### src/ipv6rf_pkg.sv
// Package for the IPv6 receive filter: verdict and match codes, header constants,
// and the frame snapshot and result structures shared by the filter modules.
// Depends on nothing.
package ipv6rf_pkg;

  localparam int unsigned CountW = 17;
  localparam int unsigned LenW   = CountW + 1;

  localparam logic [CountW-1:0] COUNT_MAX    = '1;
  localparam logic [LenW-1:0]   HDR_LEN      = LenW'(40);
  localparam logic [15:0]       ICMP_HDR_LEN = 16'd4;
  localparam logic [15:0]       NS_MIN_LEN   = 16'd24;
  localparam logic [7:0]        NH_ICMPV6    = 8'd58;
  localparam logic [7:0]        TYPE_NS      = 8'd135;
  localparam logic [3:0]        IP_VERSION   = 4'h6;
  localparam logic [63:0]       LL_PREFIX    = 64'hFE80_0000_0000_0000;
  localparam logic [63:0]       MC_PREFIX    = 64'hFF02_0000_0000_0000;
  localparam logic [63:0]       ALL_NODES_LO = 64'h0000_0000_0000_0001;
  localparam logic [15:0]       SOL_NODE_TAG = 16'h01FF;

  // Configuration register indexes.
  localparam logic [2:0] CFG_OUR_HI   = 3'd0;
  localparam logic [2:0] CFG_OUR_LO   = 3'd1;
  localparam logic [2:0] CFG_PEER_HI  = 3'd2;
  localparam logic [2:0] CFG_PEER_LO  = 3'd3;
  localparam logic [2:0] CFG_DATA_NH  = 3'd4;

  typedef enum logic [2:0] {
    V_DELIVER     = 3'd0,
    V_ADVERTISE   = 3'd1,
    V_IGNORE      = 3'd2,
    V_OVERFLOW    = 3'd3,
    V_BAD_VERSION = 3'd4
  } verdict_e;

  typedef enum logic [2:0] {
    M_NONE       = 3'd0,
    M_UNICAST    = 3'd1,
    M_ALL_NODES  = 3'd2,
    M_SOLICITED  = 3'd3,
    M_LINK_LOCAL = 3'd4
  } match_e;

  // Header fields of a complete frame, as they stand after its last byte.
  typedef struct packed {
    logic [LenW-1:0] len;
    logic [3:0]      version;
    logic [15:0]     plen;
    logic [7:0]      next_header;
    logic [127:0]    source;
    logic [127:0]    dest;
    logic [7:0]      icmp_type;
    logic [1:0]      target_flags;  // bit 0 unicast, bit 1 link-local
  } frame_t;

  typedef struct packed {
    verdict_e     verdict;
    logic [15:0]  payload_length;
    match_e       match_kind;
    logic         target_link_local;
    logic         reply_to_all_nodes;
    logic [127:0] source;
  } result_t;

endpackage

### src/ipv6rf_if.sv
// Handshake interfaces for the frame byte stream and the verdict stream.
// Depends on nothing; payload widths follow the filter's field list.
interface ipv6rf_in_if;
  logic       valid;
  logic       ready;
  logic [7:0] data_byte;
  logic       last_byte;

  modport source (output valid, data_byte, last_byte, input ready);
  modport sink (input valid, data_byte, last_byte, output ready);
endinterface

interface ipv6rf_out_if;
  logic        valid;
  logic        ready;
  logic [2:0]  verdict;
  logic [15:0] payload_length;
  logic [2:0]  match_kind;
  logic        target_link_local;
  logic        reply_to_all_nodes;
  logic [63:0] source_hi;
  logic [63:0] source_lo;

  modport source (output valid, verdict, payload_length, match_kind, target_link_local,
                  reply_to_all_nodes, source_hi, source_lo, input ready);
  modport sink (input valid, verdict, payload_length, match_kind, target_link_local,
                reply_to_all_nodes, source_hi, source_lo, output ready);
endinterface

### src/ipv6rf_parse.sv
// Per-frame header capture: byte counter, header fields and target match flags.
// Depends on ipv6rf_pkg; presents the frame as it stands after the current byte.
module ipv6rf_parse (
  input  logic                 clk_i,
  input  logic                 rst_ni,
  input  logic                 accept_i,
  input  logic                 last_i,
  input  logic [7:0]           byte_i,
  input  logic [63:0]          our_addr_hi_i,
  input  logic [63:0]          our_addr_lo_i,
  output ipv6rf_pkg::frame_t   frame_o
);
  import ipv6rf_pkg::*;

  logic [CountW-1:0] count_q, count_d;
  frame_t            frm_q, frm_d;
  frame_t            frm_clear;
  logic [127:0]      uni_addr, ll_addr;
  logic [3:0]        tgt_idx;
  logic [6:0]        tgt_bit;
  logic [7:0]        uni_byte, ll_byte;

  assign uni_addr = {our_addr_hi_i, our_addr_lo_i};
  assign ll_addr  = {LL_PREFIX, our_addr_lo_i};
  // Target bytes 48..63 map to address bytes 0..15, most significant first.
  assign tgt_idx  = 4'd15 - count_q[3:0];
  assign tgt_bit  = {tgt_idx, 3'b000};
  assign uni_byte = uni_addr[tgt_bit +: 8];
  assign ll_byte  = ll_addr[tgt_bit +: 8];

  always_comb begin
    frm_clear              = '0;
    frm_clear.target_flags = 2'b11;
  end

  always_comb begin
    frm_d     = frm_q;
    frm_d.len = {1'b0, count_q} + LenW'(1);
    count_d   = (count_q == COUNT_MAX) ? count_q : count_q + CountW'(1);
    if (count_q == CountW'(0)) begin
      frm_d.version = byte_i[7:4];
    end else if (count_q == CountW'(4)) begin
      frm_d.plen[15:8] = byte_i;
    end else if (count_q == CountW'(5)) begin
      frm_d.plen[7:0] = byte_i;
    end else if (count_q == CountW'(6)) begin
      frm_d.next_header = byte_i;
    end else if (count_q >= CountW'(8) && count_q < CountW'(24)) begin
      frm_d.source = {frm_q.source[119:0], byte_i};
    end else if (count_q >= CountW'(24) && count_q < CountW'(40)) begin
      frm_d.dest = {frm_q.dest[119:0], byte_i};
    end else if (count_q == CountW'(40)) begin
      frm_d.icmp_type = byte_i;
    end else if (count_q >= CountW'(48) && count_q < CountW'(64)) begin
      if (byte_i != uni_byte) frm_d.target_flags[0] = 1'b0;
      if (byte_i != ll_byte)  frm_d.target_flags[1] = 1'b0;
    end
  end

  assign frame_o = frm_d;

  always_ff @(posedge clk_i or negedge rst_ni) begin
    if (!rst_ni) begin
      count_q <= '0;
      frm_q   <= frm_clear;
    end else if (accept_i) begin
      if (last_i) begin
        count_q <= '0;
        frm_q   <= frm_clear;
      end else begin
        count_q <= count_d;
        frm_q   <= frm_d;
      end
    end
  end

endmodule

### src/ipv6rf_decide.sv
// Verdict logic: length and version checks, destination and peer matching.
// Depends on ipv6rf_pkg; purely combinational, fed by a registered frame snapshot.
module ipv6rf_decide (
  input  ipv6rf_pkg::frame_t  frame_i,
  input  logic [63:0]         our_addr_hi_i,
  input  logic [63:0]         our_addr_lo_i,
  input  logic [63:0]         peer_addr_hi_i,
  input  logic [63:0]         peer_addr_lo_i,
  input  logic [7:0]          data_next_header_i,
  output ipv6rf_pkg::result_t result_o
);
  import ipv6rf_pkg::*;

  logic [63:0]     dh, dl;
  match_e          kind;
  logic            short_frame, plen_too_big, peer_match;
  logic [LenW-1:0] room;

  assign dh = frame_i.dest[127:64];
  assign dl = frame_i.dest[63:0];

  always_comb begin
    kind = M_NONE;
    if (dh == our_addr_hi_i && dl == our_addr_lo_i) begin
      kind = M_UNICAST;
    end else if (dh == LL_PREFIX && dl == our_addr_lo_i) begin
      kind = M_LINK_LOCAL;
    end else if (dh == MC_PREFIX && dl == ALL_NODES_LO) begin
      kind = M_ALL_NODES;
    end else if (dh == MC_PREFIX && dl == {24'h0, SOL_NODE_TAG, our_addr_lo_i[23:0]}) begin
      kind = M_SOLICITED;
    end
  end

  assign short_frame  = frame_i.len < HDR_LEN;
  assign room         = frame_i.len - HDR_LEN;
  assign plen_too_big = {2'b00, frame_i.plen} > room;
  assign peer_match   = frame_i.source == {peer_addr_hi_i, peer_addr_lo_i} &&
                        frame_i.dest == {our_addr_hi_i, our_addr_lo_i};

  always_comb begin
    result_o         = '0;
    result_o.verdict = V_IGNORE;
    if (short_frame) begin
      result_o.verdict = V_OVERFLOW;
    end else if (frame_i.version != IP_VERSION) begin
      result_o.verdict = V_BAD_VERSION;
    end else if (plen_too_big) begin
      result_o.verdict = V_OVERFLOW;
    end else if (frame_i.next_header == NH_ICMPV6) begin
      if (frame_i.plen < ICMP_HDR_LEN) begin
        result_o.verdict = V_OVERFLOW;
      end else if (frame_i.icmp_type == TYPE_NS) begin
        if (kind == M_NONE) begin
          result_o.verdict = V_IGNORE;
        end else if (frame_i.plen < NS_MIN_LEN) begin
          result_o.verdict = V_OVERFLOW;
        end else if (frame_i.target_flags == 2'b00) begin
          result_o.verdict = V_IGNORE;
        end else begin
          result_o.verdict            = V_ADVERTISE;
          result_o.match_kind         = kind;
          result_o.target_link_local  = frame_i.target_flags[1];
          result_o.reply_to_all_nodes = (frame_i.source == '0);
          result_o.source             = frame_i.source;
        end
      end
    end else if (frame_i.next_header == data_next_header_i && peer_match) begin
      result_o.verdict        = V_DELIVER;
      result_o.payload_length = frame_i.plen;
      result_o.source         = frame_i.source;
    end
  end

endmodule

### src/ipv6_receive_filter.sv
// IPv6 receive filter top level. One frame byte per ready cycle, no gaps required.
// The verdict goes through the snapshot register, then the verdict register, to out_o.
// One byte per clock while ready; a frame may start right after the previous last byte.
// Reset (rst_ni, asynchronous, active low) clears the byte counter, both pipeline valid
// flags and the configuration registers; the target match flags come up set.
// Depends on ipv6rf_pkg, ipv6rf_if, ipv6rf_parse and ipv6rf_decide.
module ipv6_receive_filter (
  input  logic                clk_i,
  input  logic                rst_ni,
  ipv6rf_in_if.sink           in_i,
  ipv6rf_out_if.source        out_o,
  input  logic                cfg_we_i,
  input  logic [2:0]          cfg_index_i,
  input  logic [63:0]         cfg_data_i
);
  import ipv6rf_pkg::*;

  // Cfg regs. The host must write them only while no verdict is pending; unenforced.
  logic [63:0] our_hi_q, our_lo_q, peer_hi_q, peer_lo_q;
  logic [7:0]  data_nh_q;

  always_ff @(posedge clk_i or negedge rst_ni) begin
    if (!rst_ni) begin
      our_hi_q  <= '0;
      our_lo_q  <= '0;
      peer_hi_q <= '0;
      peer_lo_q <= '0;
      data_nh_q <= '0;
    end else if (cfg_we_i) begin
      unique case (cfg_index_i)
        CFG_OUR_HI:  our_hi_q  <= cfg_data_i;
        CFG_OUR_LO:  our_lo_q  <= cfg_data_i;
        CFG_PEER_HI: peer_hi_q <= cfg_data_i;
        CFG_PEER_LO: peer_lo_q <= cfg_data_i;
        CFG_DATA_NH: data_nh_q <= cfg_data_i[7:0];
        default: ;
      endcase
    end
  end

  // Pipeline control. Stage one holds the snapshot of a finished frame, stage two the
  // registered verdict. A stage advances when the stage after it is empty or draining,
  // so bytes flow while a verdict waits for the consumer, until a snapshot waits too.
  logic    snap_valid_q, snap_valid_d;
  logic    out_valid_q, out_valid_d;
  logic    out_free, snap_free, in_fire, in_last;
  frame_t  frame_now, snap_q;
  result_t result_now, result_q;

  assign out_free  = !out_valid_q || out_o.ready;
  assign snap_free = !snap_valid_q || out_free;
  assign in_i.ready = snap_free;
  assign in_fire   = in_i.valid && snap_free;
  assign in_last   = in_fire && in_i.last_byte;

  assign snap_valid_d = in_last || (snap_valid_q && !out_free);
  assign out_valid_d  = (snap_valid_q && out_free) || (out_valid_q && !out_o.ready);

  // Header capture runs on every accepted beat and clears itself after the last one.
  ipv6rf_parse u_parse (
    .clk_i         (clk_i),
    .rst_ni        (rst_ni),
    .accept_i      (in_fire),
    .last_i        (in_i.last_byte),
    .byte_i        (in_i.data_byte),
    .our_addr_hi_i (our_hi_q),
    .our_addr_lo_i (our_lo_q),
    .frame_o       (frame_now)
  );

  // The verdict is worked out from the snapshot, so the next frame can already fill
  // the capture registers while this one is judged.
  ipv6rf_decide u_decide (
    .frame_i            (snap_q),
    .our_addr_hi_i      (our_hi_q),
    .our_addr_lo_i      (our_lo_q),
    .peer_addr_hi_i     (peer_hi_q),
    .peer_addr_lo_i     (peer_lo_q),
    .data_next_header_i (data_nh_q),
    .result_o           (result_now)
  );

  always_ff @(posedge clk_i or negedge rst_ni) begin
    if (!rst_ni) begin
      snap_valid_q <= 1'b0;
      out_valid_q  <= 1'b0;
    end else begin
      snap_valid_q <= snap_valid_d;
      out_valid_q  <= out_valid_d;
    end
  end

  // Payload registers load only on a transfer and need no reset.
  always_ff @(posedge clk_i) begin
    if (in_last) snap_q <= frame_now;
    if (snap_valid_q && out_free) result_q <= result_now;
  end

  assign out_o.valid              = out_valid_q;
  assign out_o.verdict            = result_q.verdict;
  assign out_o.payload_length     = result_q.payload_length;
  assign out_o.match_kind         = result_q.match_kind;
  assign out_o.target_link_local  = result_q.target_link_local;
  assign out_o.reply_to_all_nodes = result_q.reply_to_all_nodes;
  assign out_o.source_hi          = result_q.source[127:64];
  assign out_o.source_lo          = result_q.source[63:0];

  // A last byte always leaves a snapshot behind for the verdict stage.
  a_last_fills_snap: assert property (@(posedge clk_i) disable iff (!rst_ni)
    in_last |=> snap_valid_q)
    else $error("last beat did not load the frame snapshot");

  // A snapshot that cannot move on must still be there next cycle.
  a_snap_held: assert property (@(posedge clk_i) disable iff (!rst_ni)
    snap_valid_q && !out_free |=> snap_valid_q)
    else $error("frame snapshot lost while the output was stalled");

  // A snapshot that moves on turns into a visible verdict.
  a_snap_to_out: assert property (@(posedge clk_i) disable iff (!rst_ni)
    snap_valid_q && out_free |=> out_valid_q)
    else $error("snapshot advanced without producing a verdict");

  // Only delivered frames carry a payload length.
  a_plen_only_deliver: assert property (@(posedge clk_i) disable iff (!rst_ni)
    out_valid_q && result_q.verdict != V_DELIVER |-> result_q.payload_length == '0)
    else $error("payload length set on a frame that is not delivered");

  // Solicitation details appear only with an advertisement request.
  a_ns_fields_only_adv: assert property (@(posedge clk_i) disable iff (!rst_ni)
    out_valid_q && result_q.verdict != V_ADVERTISE |->
      result_q.match_kind == M_NONE && !result_q.target_link_local &&
      !result_q.reply_to_all_nodes)
    else $error("solicitation fields set without an advertisement verdict");

endmodule

### src/flat_wrapper.sv
// flat-port wrapper written by rule: the top's interface ports become plain ports
module ipv6_receive_filter_flat import ipv6rf_pkg::*;
  (clk_i, rst_ni, cfg_we_i, cfg_index_i, cfg_data_i, in_i_valid, in_i_data_byte, in_i_last_byte, in_i_ready, out_o_valid, out_o_verdict, out_o_payload_length, out_o_match_kind, out_o_target_link_local, out_o_reply_to_all_nodes, out_o_source_hi, out_o_source_lo, out_o_ready);
  ipv6rf_in_if in_i_i ();
  ipv6rf_out_if out_o_i ();
  input  logic clk_i;
  input  logic rst_ni;
  input  logic cfg_we_i;
  input  logic [2:0] cfg_index_i;
  input  logic [63:0] cfg_data_i;
  input wire logic [$bits(in_i_i.valid)-1:0] in_i_valid;
  input wire logic [$bits(in_i_i.data_byte)-1:0] in_i_data_byte;
  input wire logic [$bits(in_i_i.last_byte)-1:0] in_i_last_byte;
  output wire logic [$bits(in_i_i.ready)-1:0] in_i_ready;
  output wire logic [$bits(out_o_i.valid)-1:0] out_o_valid;
  output wire logic [$bits(out_o_i.verdict)-1:0] out_o_verdict;
  output wire logic [$bits(out_o_i.payload_length)-1:0] out_o_payload_length;
  output wire logic [$bits(out_o_i.match_kind)-1:0] out_o_match_kind;
  output wire logic [$bits(out_o_i.target_link_local)-1:0] out_o_target_link_local;
  output wire logic [$bits(out_o_i.reply_to_all_nodes)-1:0] out_o_reply_to_all_nodes;
  output wire logic [$bits(out_o_i.source_hi)-1:0] out_o_source_hi;
  output wire logic [$bits(out_o_i.source_lo)-1:0] out_o_source_lo;
  input wire logic [$bits(out_o_i.ready)-1:0] out_o_ready;
  assign in_i_i.valid = in_i_valid;
  assign in_i_i.data_byte = in_i_data_byte;
  assign in_i_i.last_byte = in_i_last_byte;
  assign in_i_ready = in_i_i.ready;
  assign out_o_valid = out_o_i.valid;
  assign out_o_verdict = out_o_i.verdict;
  assign out_o_payload_length = out_o_i.payload_length;
  assign out_o_match_kind = out_o_i.match_kind;
  assign out_o_target_link_local = out_o_i.target_link_local;
  assign out_o_reply_to_all_nodes = out_o_i.reply_to_all_nodes;
  assign out_o_source_hi = out_o_i.source_hi;
  assign out_o_source_lo = out_o_i.source_lo;
  assign out_o_i.ready = out_o_ready;
  ipv6_receive_filter u_core (.clk_i(clk_i), .rst_ni(rst_ni), .in_i(in_i_i), .out_o(out_o_i), .cfg_we_i(cfg_we_i), .cfg_index_i(cfg_index_i), .cfg_data_i(cfg_data_i));
endmodule
### config.mk
export PLATFORM = sky130hd
export DESIGN_NAME = ipv6_receive_filter_flat
export DESIGN_NICKNAME = d
export VERILOG_FILES = /design/src/ipv6rf_pkg.sv /design/src/ipv6rf_if.sv /design/src/ipv6rf_parse.sv /design/src/ipv6rf_decide.sv /design/src/ipv6_receive_filter.sv /design/src/flat_wrapper.sv
export SDC_FILE = /design/constraint.sdc
export NUM_CORES = 1
export LEC_CHECK = 0
export ABC_AREA = 0
export BUFFER_PORTS_ARGS = -buffer_cell sky130_fd_sc_hd__buf_4
export CAP_MARGIN = 20
export CORE_MARGIN = 5
export CORE_UTILIZATION = 45
export DETAILED_ROUTE_END_ITERATION = 8
export SYNTH_ARGS = -nofsm -noshare
export SYNTH_HDL_FRONTEND = slang
export SYNTH_SLANG_ARGS = --single-unit
### constraint.sdc
create_clock -name clk_i -period 16.1 [get_ports clk_i]
set_clock_uncertainty 0.15 [all_clocks]
set_input_delay 1.61 -clock clk_i [delete_from_list [all_inputs] [get_ports clk_i]]
set_output_delay 1.61 -clock clk_i [all_outputs]
set_load 0.05 [all_outputs]
==> results by group, run 1 <==
Pwr
  • Maximum VDD drop: 0.08136 mV
  • Leakage: 0.02101 uW
  • Pwr/cell area: 123.8 nW/um2

Synthesis
  • Register area share after synthesis: 0.6064
  • Top post-synthesis cells by area: dfrtp_1 31%, edfxtp_1 30%, mux2_2 14%
  • Syn avg cell area: 14.28 um2
  • Flop and latch count out of synthesis: 1041
  • Synthesized cell area: 46790 um2
  • Top cell type's share of synthesized area: 0.3075
  • EDFF count, synth: 464
  • Synth unique cells: 67
  • Synth area leader: dfrtp_1
  • FFs w/ async S/R, synth: 0.5543
  • Ys Warns: 0
  • Main flop type after synthesis: dfrtp_1
  • Syn nets: 3380
  • Mapped Cells: 3277

Drt
  • Vias: 30421
  • Avg WL per Cell: 30.06 um
  • Vias/cell: 6.174
  • Pre-antenna DRT Iters: 6
  • ANT nets after route: 0
  • Initial detailed-routing violation count: 3091
  • DRC Markers: 0
  • Total Wirelength: 148.1 mm

Timing
  • RSZ-0062 raised after global routing: false
  • Setup TNS: 0 ns
  • Max Freq: 180.6 MHz
  • Fin crit period: 5.536 ns
  • Finish-stage setup viols: 0
  • Crit share post-route: 0.3439
  • Setup slack after layout: 10.56 ns
  • Tightest Pin Transition: 1.057 ns
  • Slew Viols, Final: 0
  • Final hold violation count: 0
  • Hold_ws: 0.3451 ns
  • Slew HR: 0.2887

Global route
  • Largest net degree at the start of global routing: 129
  • Initial antenna violation count: 25
  • Number of global-route vias before repair: 30435
  • Global-route wire length before repair: 215.7 mm
  • Grt ovf: 0
  • All-Layer GR Usage: 0.2614

Run
  • Reported max-cap violation count: 0

Floorplanning
  • Total core area: 103300 um2
  • I/O pin count: 235
  • DIE AREA: 110500 um2
  • Chip height: 332.5 um
  • Initial core utilization: 0.4528
  • Row count: 118
  • Die width: 332.5 um

Place
  • GPL Wtd Cong: 0.9119
  • Dpl ws: 10.45 ns
  • IO Port Bufs: 234
  • Dpl cells: 4717
  • HPWL Detailed: 104.7 mm

Critical path
  • Buf/Inv on CP: 2
  • Slowest CP cell: buf_4
  • Crit. End Element: register
  • R2R Path End: u_core.out_o.source_lo[20]
  • Cells along the critical path: o21ai_0, nor3b_1, nand2_1, or3_1, nor3_1, xnor2_1, ha_1, nand2_1, nor2_1, a21boi_0, a22o_1, o221ai_1, nand3_4, buf_4, buf_4, a211oi_1
  • Reg2Reg Setup Slack: 10.56 ns
  • WP data required: 16.34 ns
  • Crit path kind: reg -> reg
  • Reg2reg path depth: 16
  • Crit-path max FO: 80
  • Crit-path leading delay family: simple AND/OR/NAND/NOR gates
  • CP startpoint kind: register
  • Arr. time, crit path: 5.78 ns
  • Largest stage delay on the critical path: 0.79 ns
  • Reg2Reg Launch Point: u_core.snap_q[297]

CTS
  • CTS tree: yes
  • # hold bufs at CTS: 0
  • Post-CTS Resized: 0
  • Clock tree buffer depth: 3
  • Clock latency on the worst-skew pair: 0.69 ns
  • Worst-path clk slew: 0.06 ns
  • CTS H-tree lvls: 3
  • TritonCTS buffer count: 109
  • Clk root buf: clkbuf_16
  • Clock sinks: 1041
  • Post-CTS setup buffer count: 0

Final layout
  • Nets: 3554
  • Seq. cell area: 28380 um2
  • Layout Cells excl Fill: 4927
  • Layout overhead on the synthesized area: 14.42%
  • Area of the multi-input gates: 17510 um2
  • Filler cell count: 8763
  • Proportion of layout cells with a drive suffix above 1: 0.3173

Hold path
  • Worst hold path class: reg -> reg
  • Hold path start: u_core.snap_valid_q
  • Hold-critical path depth: 1
  • Worst hold endpoint: u_core.out_o.valid

Outcome
  • Status: finished, final reports clean
[final cells by class]
cell class	instances	area share
Antenna cell	2	0.00009347
Multi-Input combinational cell	1994	0.3270
Clock buffer	159	0.05922
Timing Repair Buffer	277	0.03996
Sequential cell	1041	0.5300
Tap cell	1380	0.03225
Clock inverter	46	0.009511
Inverter	28	0.001963
[synth_stat cells (4+ instances only)]
master	count
mux2_2	565
a2111oi_2	11
nand3_1	20
xor2_1	107
nand4_1	77
ha_1	22
a211oi_2	35
or4_1	6
nor4b_1	6
nand2_1	192
mux2i_1	10
dfrtp_1	575
nand2b_1	6
inv_1	26
a21o_1	7
or3_1	10
a211oi_1	85
nor3_1	22
buf_6	7
a31oi_1	5
a21oi_1	8
mux4_2	33
buf_1	13
nor4_1	121
clkbuf_1	166
xnor2_1	183
o22ai_1	4
edfxtp_1	464
a22o_1	285
nor2_1	37
o21ai_0	41
nor3_2	15
a22oi_1	18
buf_2	25
and3_1	6
[flip-flops by register name, summed over array words and instances (netlist names), 64 cells and up]
name and cells:
u_core.snap_q 312, u_core.u_parse.frm_q 294, u_core.our_hi_q 64, u_core.our_lo_q 64, u_core.out_o.source_hi 64, u_core.out_o.source_lo 64
u_core.peer_hi_q 64, u_core.peer_lo_q 64
[cells in the final DEF, fill, tap and decap left out, types with 35 or more instances in the layout]
master,count
a211oi_1,85
a211oi_2,35
a22o_1,285
buf_4,273
clkbuf_16,113
dfrtp_1,574
edfxtp_1,464
mux2_2,565
nand2_1,191
nand4_1,77
nor4_1,121
o21ai_0,41
xnor2_1,183
xor2_1,107
[through the flow]
stage	power, uW	utilization	cell area (um2)
6_report	6630	0.5181	53540
5_1_grt	6855	0.5181	53540
3_5_place_dp	4091	0.4818	49800
2_1_floorplan	3752	-	46800
3_3_place_gp	4072	0.4818	49800
4_1_cts	6664	0.5174	53480
[how the worst max path moves through the flow]
stage / start / end / depth (start not counted)
floorplan: out_o_ready / u_core.snap_q[0] / 5
global placement: out_o_ready / u_core.snap_q[187] / 7
detailed placement: out_o_ready / u_core.snap_q[182] / 7
CTS: u_core.snap_q[297] / u_core.out_o.source_lo[20] / 16
global route: u_core.snap_q[297] / u_core.out_o.source_lo[20] / 16
finish: u_core.snap_q[297] / u_core.out_o.source_lo[20] / 16
[routing by layer]
layer / wire [um] / part of all wire / global-route usage / vias to the layer above
li1: - / - / - / 12918
met1: 62020 / 0.42 / 0.3605 / 15946
met2: 69070 / 0.47 / 0.4127 / 1272
met3: 11320 / 0.076 / 0.05532 / 277
met4: 5657 / 0.038 / 0.09500 / 8
met5: 51 / 0.00034 / 0 / -
[worst reg2reg max path, cell delays in order, from the launching register on]
cell and delay, ns:
edfxtp_1 0.41, o21ai_0 0.30, nor3b_1 0.52, nand2_1 0.16, or3_1 0.37, nor3_1 0.19, xnor2_1 0.17, ha_1 0.29
nand2_1 0.10, nor2_1 0.06, a21boi_0 0.15, a22o_1 0.19, o221ai_1 0.21, nand3_4 0.17, buf_4 0.79, buf_4 0.82
a211oi_1 0.23
[logic make-up after synthesis]
kind of cell,share of synthesized area
flops,0.6064
mux,0.1540
simple gates,0.06241
compound gates,0.09562
xor+xnor,0.05428
buf+inv,0.02144
fa+ha+maj,0.005882
[report_power, final]
group | leakage, uW | internal, uW | total, uW | switching, uW
Clock | 0.00181 | 1500 | 2580 | 1080
Sequential | 0.0120 | 3010 | 3240 | 236
Combinational | 0.00720 | 363 | 811 | 448
Total | 0.0210 | 4870 | 6630 | 1760
Power figures use the tool's default switching activity.
==> run 2: changes to the inputs <==
--- a/config.mk
+++ b/config.mk
@@ -5,7 +5,7 @@
 export SDC_FILE = /design/constraint.sdc
 export NUM_CORES = 1
 export LEC_CHECK = 0
-export ABC_AREA = 0
+export ABC_AREA = 1
 export BUFFER_PORTS_ARGS = -buffer_cell sky130_fd_sc_hd__buf_4
 export CAP_MARGIN = 20
 export CORE_MARGIN = 5
==> constraint.sdc (replaced) <==
create_clock -name clk_i -period 5.4 [get_ports clk_i]
set_clock_uncertainty 0.15 [all_clocks]
set_input_delay 0.54 -clock clk_i [delete_from_list [all_inputs] [get_ports clk_i]]
set_output_delay 0.54 -clock clk_i [all_outputs]
set_load 0.05 [all_outputs]
==> run 2 against run 1 <==
Hold slack worse by 0.18 ns. Sequential power rose to 2.9 times the previous value. Worst setup slack worse by 9.2 ns. Utilization up 0.12 points. Fmax up 39%.
==> results by group, run 2 <==
Outcome
  • Status: finished, final reports clean

Critical path
  • Reg2reg path depth: 20
  • Reg2Reg Launch Point: u_core.snap_q[297]
  • Arr. time, crit path: 4.26 ns
  • Reg2Reg Setup Slack: 1.41 ns
  • Largest stage delay on the critical path: 0.48 ns
  • Crit-path max FO: 87
  • CP startpoint kind: register
  • Crit path top cell by count: nand2_1
  • Slowest CP cell: clkinv_2
  • WP data required: 5.67 ns
  • Crit. End Element: register
  • Cells along the critical path: inv_1, ha_1, inv_1, nand2_1, nand3b_2, nor4_4, nand2_1, xor2_1, ha_1, nand2_1, inv_1, nand4_1, nand3_1, nor2_1, nand2_1, nand3_1, clkinv_2, buf_12, nand2_1, nor2_1
  • Crit path kind: reg -> reg
  • R2R Path End: u_core.out_o.source_hi[54]

Pwr
  • Final Total Pwr: 19740 uW
  • Pwr/cell area: 360.0 nW/um2
  • Maximum VDD drop: 0.2763 mV
  • Leakage: 0.02642 uW

CTS
  • CTS tree: yes
  • TritonCTS buffer count: 109
  • CTS H-tree lvls: 3
  • Clock sinks: 1041
  • Post-CTS setup buffer count: 0
  • Worst-path clk slew: 0.06 ns
  • Clock latency on the worst-skew pair: 0.70 ns
  • Clk root buf: clkbuf_16
  • Clock tree buffer depth: 3

Timing
  • Tightest Pin Transition: 1.130 ns
  • Max Freq: 250.7 MHz
  • Crit share post-route: 0.7387
  • Fin crit period: 3.989 ns
  • Final hold violation count: 0
  • RSZ-0062 raised after global routing: false
  • Finish-stage setup viols: 0
  • Slew Viols, Final: 0
  • Slew HR: 0.2469

Floorplanning
  • Row count: 119
  • I/O pin count: 235
  • Die width: 336.4 um
  • Initial core utilization: 0.4541
  • Total core area: 105600 um2
  • Chip height: 336.4 um
  • DIE AREA: 113200 um2

Final layout
  • Layout overhead on the synthesized area: 14.36%
  • Proportion of layout cells with a drive suffix above 1: 0.09433
  • Largest register FFs: 312
  • Commonest cells after routing, fill and taps aside: 1150 x nand2_1, 842 x inv_1, 622 x o21ai_0, 573 x dfrtp_1, 464 x edfxtp_1
  • Nets: 5476
  • Biggest regs: u_core.snap_q x312, u_core.u_parse.frm_q x294
  • Post-route cell area: 54820 um2
  • Most flop-heavy register: u_core.snap_q
  • Leading cell type in the layout, fill and taps excluded: nand2_1

Synthesis
  • Top post-synthesis cells by area: dfrtp_1 30%, edfxtp_1 29%, nand2_1 9.0%
  • Simple-gate area share of the yosys netlist: 0.1538
  • Main flop type after synthesis: dfrtp_1
  • Mapped Cells: 5222
  • Syn avg cell area: 9.180 um2
  • Adder-cell share of the synthesized area: 0.005742
  • Largest family of logic cells by synthesized area: simple AND/OR/NAND/NOR gates
  • Flop and latch count out of synthesis: 1041
  • Synthesized cell area: 47940 um2
  • Xor and xnor area share after synthesis: 0.04349
  • Synth top cells by count: 1153 x nand2_1, 845 x inv_1, 622 x o21ai_0
  • EDFF count, synth: 464
  • Synth Area in Compound Gates: 0.1145
  • Register area share after synthesis: 0.5919
  • Synth unique cells: 42
  • Syn nets: 5325
  • Post-synthesis mux area share: 0
  • Synth area leader: dfrtp_1
  • FFs w/ async S/R, synth: 0.5543
  • Top cell type's share of synthesized area: 0.3002
  • Most frequent cell after synthesis: nand2_1
  • Ys Warns: 0

Drt
  • Total Wirelength: 140.2 mm
  • DRC Markers: 0
  • Initial detailed-routing violation count: 3609
  • Pre-antenna DRT Iters: 6
  • Vias/cell: 5.222
  • Vias: 35883
  • Avg WL per Cell: 20.41 um
  • ANT nets after route: 0

Global route
  • Largest net degree at the start of global routing: 257
  • Grt ovf: 0
  • Number of global-route vias before repair: 33210
  • Initial antenna violation count: 12
  • Global-route wire length before repair: 208.6 mm
  • All-Layer GR Usage: 0.2435

Hold path
  • Hold-critical path depth: 3
  • Worst hold path class: in -> reg
  • Worst hold endpoint: u_core.our_lo_q[48]
  • Hold path start: cfg_data_i[48]

Place
  • DP Area: 51060 um2
  • HPWL Detailed: 97.38 mm
  • IO Port Bufs: 234
  • GPL Wtd Cong: 0.9058

Run
  • Reported max-cap violation count: 0
[run 2: changes by cell type after synthesis, moves of 77 or more]
cell,change
a211oi_1,-84
a22o_1,-273
inv_1,+819
mux2_2,-565
nand2_1,+961
nor2_1,+392
nor4_1,-77
o21ai_0,+581
o22ai_1,+282
[run 2: worst max path at each step]
stage | start | endpoint | slack, ns | cells after the start
after floorplan | out_o_ready | u_core.u_parse.frm_q[0] | -0.93 | 8
after global placement | u_core.snap_q[297] | u_core.out_o.source_hi[58] | 1.45 | 20
after detailed placement | u_core.snap_q[297] | u_core.out_o.source_hi[51] | 1.45 | 20
after CTS | u_core.snap_q[297] | u_core.out_o.source_hi[54] | 1.42 | 20
after global routing | u_core.snap_q[297] | u_core.out_o.source_hi[54] | 1.11 | 20
final | u_core.snap_q[297] | u_core.out_o.source_hi[54] | 1.41 | 20
[run 2: repair_timing]
action,4_1_cts,5_1_grt
endpoints found under the hold margin,90,0
resized for setup,0,0
hold buffers,2,0
[run 2: logic make-up (layout without fill, tap and decap cells)]
kind of cell,Yosys count,count (layout)
flops,1041,1041
fa+ha+maj,22,22
other cells,0,11
compound gates,998,998
xor+xnor,238,238
buf+inv,1109,1357
simple gates,1814,1814
[run 2: where the power goes]
part	internal, uW	switching [uW]
clock	4440	3230
combinational	866	1690
sequential	8900	605
[run 2: metrics by stage]
step                      hold WS, ns  instances  TNS (ns)  utilization  setup slack, ns
after detailed placement       0.3226       6650         0       0.4837            1.449
final                          0.1668       6872         0       0.5193            1.411
after global routing           0.1541       6861         0       0.5191            1.112
after floorplan               0.09441       5222   -269.45            -          -0.9254
after CTS                      0.1299       6860         0       0.5188            1.422
after global placement         0.3148       6647         0       0.4829            1.448
[run 2: final cells by class]
cell class	count	area, um2
fill	9667	50740
clock buffer	166	3236
sequential	1041	28380
inverter	871	3293
multi-input combinational	3072	15310
timing repair buffer	278	2380
tap	1391	1740
clock inverter	42	452.9
antenna	11	27.53
[run 2: worst max-delay path: cells and delay by family (launching register included)]
family                     cells  cell delay (ns)
and+or+nand+nor               12             1.31
adders and majority gates      2             0.46
DFF                            1             0.42
xor gates and xnor gates       1             0.16
buffers and inverters          5             1.07
[run 2: routing by layer]
layer / share of wire / vias to the layer above / global-route usage
li1: - / 17305 / -
met1: 0.45 / 17153 / 0.3618
met2: 0.43 / 1204 / 0.3598
met3: 0.072 / 221 / 0.03112
met4: 0.044 / 0 / 0.1083
met5: 0 / - / 0
